===== src/rtl/pbfd_pkg.sv =====
package pbfd_pkg;

  localparam int ERR_W   = 32;
  localparam int DT_W    = 24;
  localparam int GAIN_W  = 31;
  localparam int ST_W    = 48;
  localparam int PROD_W  = 64;
  localparam int SUM_W   = 50;
  localparam int DIFF_W  = 51;
  localparam int MC_W    = 59;
  localparam int STEP_W  = 4;
  localparam int FRAC_SH = 16;

  localparam int FILTER_COEFF  = 100;
  localparam int BACKCALC_GAIN = 100;

  localparam logic signed [PROD_W-1:0] ST_MAX64 = 64'sh0000_7FFF_FFFF_FFFF;
  localparam logic signed [PROD_W-1:0] ST_MIN64 = 64'shFFFF_8000_0000_0000;

  typedef enum logic [1:0] {
    REG_KP  = 2'd0,
    REG_KI  = 2'd1,
    REG_KD  = 2'd2,
    REG_LIM = 2'd3
  } reg_idx_e;

  typedef enum logic [2:0] {
    A_NONE,
    A_ERR,
    A_DLO,
    A_DHI,
    A_RLO,
    A_RHI
  } mul_a_e;

  typedef enum logic [2:0] {
    B_NONE,
    B_KP,
    B_KI,
    B_KD,
    B_DT
  } mul_b_e;

  typedef enum logic [3:0] {
    OP_NOP,
    OP_CLEAR,
    OP_DIFF,
    OP_DTERM,
    OP_SUM,
    OP_CLAMP,
    OP_BACK,
    OP_SCALE,
    OP_RATE,
    OP_LOW,
    OP_RSUM,
    OP_INTUPD
  } op_e;

  typedef enum logic {
    J_NONE,
    J_DT_ZERO
  } jcond_e;

  typedef struct packed {
    mul_a_e             mul_a;
    mul_b_e             mul_b;
    op_e                op;
    logic               emit;
    logic               last;
    jcond_e             jcond;
    logic [STEP_W-1:0]  jtgt;
  } uword_t;

  typedef struct packed {
    mul_a_e mul_a;
    mul_b_e mul_b;
    op_e    op;
    logic   go;
  } ctrl_t;

  typedef struct packed {
    logic busy;
    logic done;
    logic emit;
  } seq_stat_t;

  typedef struct packed {
    logic [GAIN_W-1:0] kp;
    logic [GAIN_W-1:0] ki;
    logic [GAIN_W-1:0] kd;
    logic [GAIN_W-1:0] lim;
  } gains_t;

  function automatic uword_t mk(input mul_a_e a, input mul_b_e b, input op_e op,
                                input logic emit, input logic last);
    uword_t w;
    w.mul_a = a;
    w.mul_b = b;
    w.op    = op;
    w.emit  = emit;
    w.last  = last;
    w.jcond = J_NONE;
    w.jtgt  = '0;
    return w;
  endfunction

  // microprogram, one control word per step
  function automatic uword_t ucode(input logic [STEP_W-1:0] step);
    uword_t w;
    case (step)
      4'd0:    w = mk(A_ERR,  B_KD,   OP_CLEAR,  1'b0, 1'b0);
      4'd1:    w = mk(A_ERR,  B_KP,   OP_DIFF,   1'b0, 1'b0);
      4'd2:    w = mk(A_ERR,  B_KI,   OP_DTERM,  1'b0, 1'b0);
      4'd3:    w = mk(A_DLO,  B_DT,   OP_SUM,    1'b0, 1'b0);
      4'd4:    w = mk(A_DHI,  B_DT,   OP_CLAMP,  1'b1, 1'b0);
      4'd5:    w = mk(A_NONE, B_NONE, OP_BACK,   1'b0, 1'b0);
      4'd6: begin
        w = mk(A_NONE, B_NONE, OP_SCALE, 1'b0, 1'b0);
        w.jcond = J_DT_ZERO;
        w.jtgt  = 4'd12;
      end
      4'd7:    w = mk(A_NONE, B_NONE, OP_RATE,   1'b0, 1'b0);
      4'd8:    w = mk(A_RLO,  B_DT,   OP_NOP,    1'b0, 1'b0);
      4'd9:    w = mk(A_RHI,  B_DT,   OP_LOW,    1'b0, 1'b0);
      4'd10:   w = mk(A_NONE, B_NONE, OP_RSUM,   1'b0, 1'b0);
      4'd11:   w = mk(A_NONE, B_NONE, OP_INTUPD, 1'b0, 1'b1);
      default: w = mk(A_NONE, B_NONE, OP_NOP,    1'b0, 1'b1);
    endcase
    return w;
  endfunction

  function automatic logic signed [ST_W-1:0] sat_st(input logic signed [PROD_W-1:0] v);
    logic signed [PROD_W-1:0] r;
    if (v > ST_MAX64) begin
      r = ST_MAX64;
    end else if (v < ST_MIN64) begin
      r = ST_MIN64;
    end else begin
      r = v;
    end
    return r[ST_W-1:0];
  endfunction

endpackage


===== src/rtl/pbfd_sequencer.sv =====
module pbfd_sequencer
  import pbfd_pkg::*;
(
  input  logic      clk_i,
  input  logic      rst_ni,
  input  logic      start_i,
  input  logic      dt_zero_i,
  input  logic      out_free_i,
  output ctrl_t     ctrl_o,
  output seq_stat_t stat_o
);

  logic              busy_q, busy_d;
  logic [STEP_W-1:0] step_q, step_d;
  uword_t            uw;
  logic              go;

  always_ff @(posedge clk_i or negedge rst_ni) begin
    if (!rst_ni) begin
      busy_q <= 1'b0;
      step_q <= '0;
    end else begin
      busy_q <= busy_d;
      step_q <= step_d;
    end
  end

  always_comb begin
    uw     = ucode(step_q);
    go     = busy_q && !(uw.emit && !out_free_i);
    busy_d = busy_q;
    step_d = step_q;
    if (!busy_q) begin
      if (start_i) begin
        busy_d = 1'b1;
        step_d = '0;
      end
    end else if (go) begin
      if (uw.last) begin
        busy_d = start_i;
        step_d = '0;
      end else if (uw.jcond == J_DT_ZERO && dt_zero_i) begin
        step_d = uw.jtgt;
      end else begin
        step_d = step_q + 1'b1;
      end
    end
    ctrl_o.mul_a = uw.mul_a;
    ctrl_o.mul_b = uw.mul_b;
    ctrl_o.op    = uw.op;
    ctrl_o.go    = go;
    stat_o.busy  = busy_q;
    stat_o.done  = go && uw.last;
    stat_o.emit  = go && uw.emit;
  end

endmodule


===== config.mk =====
export PLATFORM = sky130hd
export DESIGN_NAME = pbfd_sequencer
export DESIGN_NICKNAME = d
export VERILOG_FILES = /design/src/rtl/pbfd_pkg.sv /design/src/rtl/pbfd_sequencer.sv
export SDC_FILE = /design/constraint.sdc
export NUM_CORES = 1
export LEC_CHECK = 0
export BUFFER_PORTS_ARGS = -buffer_cell sky130_fd_sc_hd__buf_2
export CORE_AREA = 4 4 41 43
export DETAILED_ROUTE_END_ITERATION = 10
export DIE_AREA = 0 0 45 47
export HOLD_SLACK_MARGIN = 0.15
export PLACE_DENSITY = 0.71
export SYNTH_ARGS = -nofsm -noshare
export SYNTH_HDL_FRONTEND = slang
export SYNTH_SLANG_ARGS = --single-unit

===== constraint.sdc =====
create_clock -name clk_i -period 2.2 [get_ports clk_i]
set_clock_uncertainty 0.1 [all_clocks]
set_input_delay 0.11 -clock clk_i [delete_from_list [all_inputs] [get_ports clk_i]]
set_output_delay 0.11 -clock clk_i [all_outputs]
set_load 0.1 [all_outputs]

==> summary.md, run 1 <==
| Metric | Value |
|---|---|
| Post-synth ARST share | 100.0% |
| Total congestion overflow | 0 |
| Commonest non-fill, non-tap cell in the layout | buf_2 |
| Max-slew violation total from the final report | 0 |
| Height of the die | 47 um |
| Number of enable flip-flop cells after synthesis | 0 |
| Detailed-route DRC error count | 0 |
| GRT Total Usage | 13.00% |
| Total Wirelength | 1186 um |
| Max H-tree Level | 1 |
| Hold/Removal Path Class | in2reg |
| Number of nets in the synthesized netlist | 72 |
| Num Clock Sinks | 5 |
| Post-layout net count | 97 |
| Critical Path AT | 1.84 ns |
| Main synth FF type | dfrtp_1 |
| Clock Latency Late Sink | 0.24 ns |
| Number of global-route vias before repair | 472 |
| Startpoint-to-endpoint class of the critical path | reg2out |
| Number of CTS-inserted buffers | 3 |
| Setup TNS | 0 ns |
| DRC marker count from the first detailed-route iteration | 2 |
| Area growth syn-to-layout | 46.10% |
| Total count of hold-check failures in the final report | 0 |
| Actual slew at the worst max-slew pin | 0.4891 ns |
| Smallest hold slack | 0.4269 ns |
| Routed via count divided by cell count | 4.786 |
| Routed WL per cell | 12.10 um |
| Number of inserted diodes | 0 |
| RSZ-0062 raised after global routing | no |
| Clock tree from TritonCTS | yes |
| Fraction of final layout cells with drive strength greater than 1 | 51.81% |
| Setup violators final | 0 |
| Post-layout utilization of the core | 61.25% |
| Placement Rows | 13 |
| Highest clock frequency the design can meet | 487.9 MHz |
| Number of antenna violations at the first check in global routing | 0 |
| Root Driver | clkbuf_4 |
| DRT Pass-1 Iters | 2 |
| Area of the placeable core | 0.001301 mm2 |
| Distinct cells, synth | 28 |
| Die width | 45 um |
| Overall die area | 0.002115 mm2 |
| Number of port buffers | 18 |
| Top Ports | 19 |
| Final Critical Period | 2.050 ns |
| Kind of end point of the critical path | primary output |
| Number of flip-flops and latches in the synthesized netlist | 5 |
| Commonest cells after routing, fill and taps aside | 15 x buf_2, 8 x inv_1, 8 x ha_1 |
| Synth Cell Area | 545.5 um2 |
| Wire length of the first global-routing pass | 2028 um |
| Number of buffers added for setup after CTS | 0 |
| Critical Path RT | 1.99 ns |
| Result of the run | finished clean |
| Warning count from the yosys run | 0 |
| DP HPWL | 934.3 um |
| Tcrit/Tclk final | 93.16% |
| Starting density of the core | 41.92% |
| Maximum Capacitance Violations | 0 |
| Final estimated routing congestion in global placement | 0.8210 |
| Largest fanout of any net on the critical path | 9 |
| Clock tree buffer depth | 2 |
| Max-Slew Margin vs Limit | 67.62% |
| CTS clock-pin slew for the worst setup and hold paths | 0.04 ns |
| Startpoint type of the worst setup path | flip-flop |
| Min setup slack post-route | 0.1504 ns |
| Setup WS pre-CTS | 0.2369 ns |
| Post-Syn Instances | 59 |
| Sequential area share after synthesis | 22.94% |
| Largest net degree at the start of global routing | 11 |
| Post-DRT Antenna Nets | 0 |
| Post-synthesis average cell area | 9.246 um2 |
| Routed vias | 469 |
## what timing repair did
action / in CTS / in global routing
endpoints found under the setup margin: 0 / 3
hold buffers: 4 / 0
gates resized for setup: 0 / 2
endpoints found under the hold margin: 7 / 0
## worst paths after layout
kind / cells past startpoint / from / slack [ns] / to
hold reg to reg: 1 / busy_q$_DFF_PN0_ / 0.48 / busy_q$_DFF_PN0_
max in group asynchronous: 3 / rst_ni / 1.09 / step_q[0]$_DFFE_PN0P_
setup reg to reg: 7 / step_q[1]$_DFFE_PN0P_ / 0.34 / step_q[0]$_DFFE_PN0P_
min in group asynchronous: 3 / rst_ni / 0.70 / step_q[3]$_DFFE_PN0P_
setup / recovery: 5 / step_q[1]$_DFFE_PN0P_ / 0.15 / ctrl_o[7]
hold / removal: 4 / out_free_i / 0.43 / step_q[2]$_DFFE_PN0P_
## cells by family after synthesis
| logic type | share of synthesized area [%] |
|---|---|
| compound gates | 20.87 |
| simple gates | 18.35 |
| buf+inv | 11.24 |
| fa+ha+maj | 18.35 |
| flops | 22.94 |
| mux | 8.256 |
## per-layer routing
metal	global-route usage, %	part of all wire [%]	vias up
li1	-	-	253
met1	16.51	47	206
met2	21.19	49	10
met3	5.364	4.3	0
met4	1.754	0	0
met5	0	0	-
## stage by stage
| step | std cells | instance area [um2] |
|---|---|---|
| finish | 98 | 797.0 |
| global route | 98 | 797.0 |
| CTS | 98 | 794.5 |
| detailed placement | 90 | 728.2 |
| global placement | 90 | 728.2 |
| floorplan | 59 | 590.6 |
## registers in the layout (all words and copies together), names as in the netlist
register / cells
busy_q: 1
step_q: 4
## cell usage after synthesis, types with 2 or more instances
master / n / area [um2]
inv_1: 8 / 30.03
nor2_1: 4 / 15.01
nor3_1: 3 / 15.01
a21o_1: 2 / 15.01
ha_1: 8 / 100.1
dfrtp_1: 5 / 125.1
mux2i_1: 3 / 30.03
buf_4: 2 / 15.01
nand2_1: 3 / 11.26
o22ai_1: 3 / 18.77
## worst max-delay path: stages (launching register included)
cell,delay (ns)
dfrtp_2,0.47
inv_1,0.19
ha_1,0.24
mux2i_1,0.14
o22ai_2,0.12
buf_2,0.44
## final cells by class
class	instances	area, um2
clock buffers	4	26.28
fillers	119	504.2
inverters	8	30.03
multi-input cells	42	404.1
flip-flops and latches	5	127.6
well taps	15	18.77
repair buffers	24	190.2
Power of run 1 is not shown: default switching activity piles up to over one toggle a cycle in this logic, so the estimate is an artifact.
==> run 2: changes to the inputs <==
==> constraint.sdc (replaced) <==
create_clock -name clk_i -period 2.2 [get_ports clk_i]
set_clock_uncertainty 0.1 [all_clocks]
set_input_delay 0.55 -clock clk_i [delete_from_list [all_inputs] [get_ports clk_i]]
set_output_delay 0.55 -clock clk_i [all_outputs]
set_load 0.1 [all_outputs]
==> run 2 against run 1 <==
Compared with the run above:
- first-iteration DRC count grew to 3.5 times the previous value
- worst setup slack got worse by 0.15 ns
- global-route usage grew 2.9 points
- critical endpoint is now stat_o[1]
- die area did not move
- via count increased by 11%
- largest cell class unchanged
- utilization grew 24 points
- highest routed layer is now met4
- flip-flop and latch count unchanged
- non-clock buffer count up 5
- sequential share of layout area down 4.5 points
==> summary.md, run 2 (synthesized netlist as in run 1, its figures left out) <==
| Metric | Value |
|---|---|
| Result of the run | finished clean (unchanged) |
| Largest net degree at the start of global routing | 15 (was 11) |
| Hold/Removal Path Class | reg2reg (was in2reg) |
| Min setup slack post-route | 0.001754 ns (was 0.1504 ns) |
| Registers with the most flip-flops | step_q: 4 flops, busy_q: 1 flops (unchanged) |
| Commonest non-fill, non-tap cell in the layout | buf_12 (was buf_2) |
| Commonest cells after routing, fill and taps aside | 12 x buf_12, 7 x buf_4, 6 x buf_2 (was 15 x buf_2, 8 x inv_1, 8 x ha_1) |
| Height of the die | 47 um (unchanged) |
| Actual slew at the worst max-slew pin | 0.4864 ns (was 0.4891 ns) |
| Combined area of the multi-input logic cells | 536.8 um2 (was 404.1 um2) |
| Number of antenna violations at the first check in global routing | 0 (unchanged) |
| Overall die area | 0.002115 mm2 (unchanged) |
| Clock tree buffer depth | 2 (unchanged) |
| Die width | 45 um (unchanged) |
| Clock Latency Late Sink | 0.24 ns (about the same) |
| Total count of hold-check failures in the final report | 0 (unchanged) |
| Clock tree from TritonCTS | yes (unchanged) |
| Number of port buffers | 18 (unchanged) |
| Root Driver | clkbuf_4 (unchanged) |
| Register with the most flip-flops | step_q (unchanged) |
| Sequential cell area | 127.6 um2 (unchanged) |
| Startpoint-to-endpoint class of the critical path | reg2out (unchanged) |
| Placement Rows | 13 (unchanged) |
| CTS clock-pin slew for the worst setup and hold paths | 0.04 ns (about the same) |
| Final estimated routing congestion in global placement | 0.7776 (was 0.8210) |
| Number of CTS-inserted buffers | 3 (unchanged) |
| Fillers | 72 (was 119) |
| Routed WL per cell | 16.11 um (was 12.10 um) |
| DRT Pass-1 Iters | 3 (was 2) |
| Max-slew violation total from the final report | 0 (unchanged) |
| Critical Path AT | 1.55 ns (was 1.84 ns) |
| RSZ-0062 raised after global routing | yes (was no) |
| Max H-tree Level | 1 (unchanged) |
| Area growth syn-to-layout | 102.8% (was 46.10%) |
| Max-Slew Margin vs Limit | 67.80% (was 67.62%) |
| Total congestion overflow | 0 (unchanged) |
| Max FFs per register | 4 (unchanged) |
| Starting density of the core | 41.92% (unchanged) |
| Post-layout net count | 102 (was 97) |
| Fraction of final layout cells with drive strength greater than 1 | 76.14% (was 51.81%) |
| Kind of end point of the critical path | primary output (unchanged) |
| Tcrit/Tclk final | 99.92% (was 93.16%) |
| Routed vias | 520 (was 469) |
| Top Ports | 19 (unchanged) |
| Number of global-route vias before repair | 536 (was 472) |
| Setup violators final | 0 (unchanged) |
| Number of inserted diodes | 0 (unchanged) |
| Wire length of the first global-routing pass | 2408 um (was 2028 um) |
| DP HPWL | 1108 um (was 934.3 um) |
| Area of the placeable core | 0.001301 mm2 (unchanged) |
| Maximum Capacitance Violations | 0 (unchanged) |
| Detailed-route DRC error count | 0 (unchanged) |
| Setup WS pre-CTS | 0.1171 ns (was 0.2369 ns) |
| Startpoint type of the worst setup path | flip-flop (unchanged) |
| Largest fanout of any net on the critical path | 4 (was 9) |
| GRT Total Usage | 15.87% (was 13.00%) |
| Routed via count divided by cell count | 5.049 (was 4.786) |
| Final Critical Period | 2.198 ns (was 2.050 ns) |
| Num Clock Sinks | 5 (unchanged) |
| DRC marker count from the first detailed-route iteration | 7 (was 2) |
| Post-DRT Antenna Nets | 0 (unchanged) |
| Total Wirelength | 1659 um (was 1186 um) |
| Critical Path RT | 1.55 ns (was 1.99 ns) |
| Highest clock frequency the design can meet | 454.9 MHz (was 487.9 MHz) |
==> run 2: changes by cell type in the layout (fill, tap and decap cells not counted), moves of 4 or more <==
cell,before,now
buf_4,2,7
inv_2,0,4
inv_1,8,4
buf_12,3,12
ha_4,0,5
buf_2,15,6
ha_1,8,3
==> run 2: per-layer routing <==
| metal | vias up | part of all wire (%) | global-route usage, % |
|---|---|---|---|
| li1 | 261 | - | - |
| met1 | 248 | 40 | 17.74 |
| met2 | 9 | 57 | 29.66 |
| met3 | 2 | 2.0 | 1.149 |
| met4 | 0 | 0.84 | 8.772 |
| met5 | - | 0 | 0 |
==> run 2: metrics by stage <==
step	std cells	setup TNS [ns]	cell area, um2	utilization (%)	hold slack (ns)
CTS	102	0	1060	81.44	0.4204
detailed placement	93	0	939.7	72.21	0.2670
global placement	93	0	939.7	72.21	0.2650
floorplan	59	-1.807	644.4	-	0.1544
finish	103	0	1106	85.00	0.4397
global route	103	-0.2508	1106	85.00	0.4337
==> run 2: timing repair <==
| action | CTS | global route |
|---|---|---|
| hold buffers | 1 | 0 |
| pin swaps | 3 | 3 |
| buffers inserted | 4 | 1 |
| cloned | 0 | 0 |
| resized for setup | 13 | 9 |
| hold endpoints to repair | 5 | 0 |
| setup endpoints to repair | 6 | 9 |
==> run 2: critical path, stage by stage (launching register included) <==
cell and delay [ns]:
dfrtp_2 0.42, ha_4 0.17, inv_2 0.04, ha_4 0.14, or2b_4 0.25, nor2_4 0.10
buf_12 0.18
==> run 2: final timing paths <==
check | to | cells past startpoint | slack (ns) | start
setup / recovery | stat_o[1] | 6 | 0.002 | step_q[1]$_DFFE_PN0P_
hold / removal | step_q[2]$_DFFE_PN0P_ | 1 | 0.44 | step_q[2]$_DFFE_PN0P_
setup reg to reg | step_q[0]$_DFFE_PN0P_ | 9 | 0.31 | step_q[1]$_DFFE_PN0P_
hold reg to reg | step_q[2]$_DFFE_PN0P_ | 1 | 0.44 | step_q[2]$_DFFE_PN0P_
max in group asynchronous | step_q[0]$_DFFE_PN0P_ | 2 | 1.32 | rst_ni
min in group asynchronous | busy_q$_DFF_PN0_ | 2 | 0.54 | rst_ni
==> run 2: cell type report <==
class / count / share of cell area, %
multi-input combinational: 42 / 48.53
timing repair buffer: 29 / 33.14
sequential: 5 / 11.54
inverter: 8 / 2.715
clock buffer: 4 / 2.376
tap: 15 / 1.697
Power of run 2 is left out for the same reason.
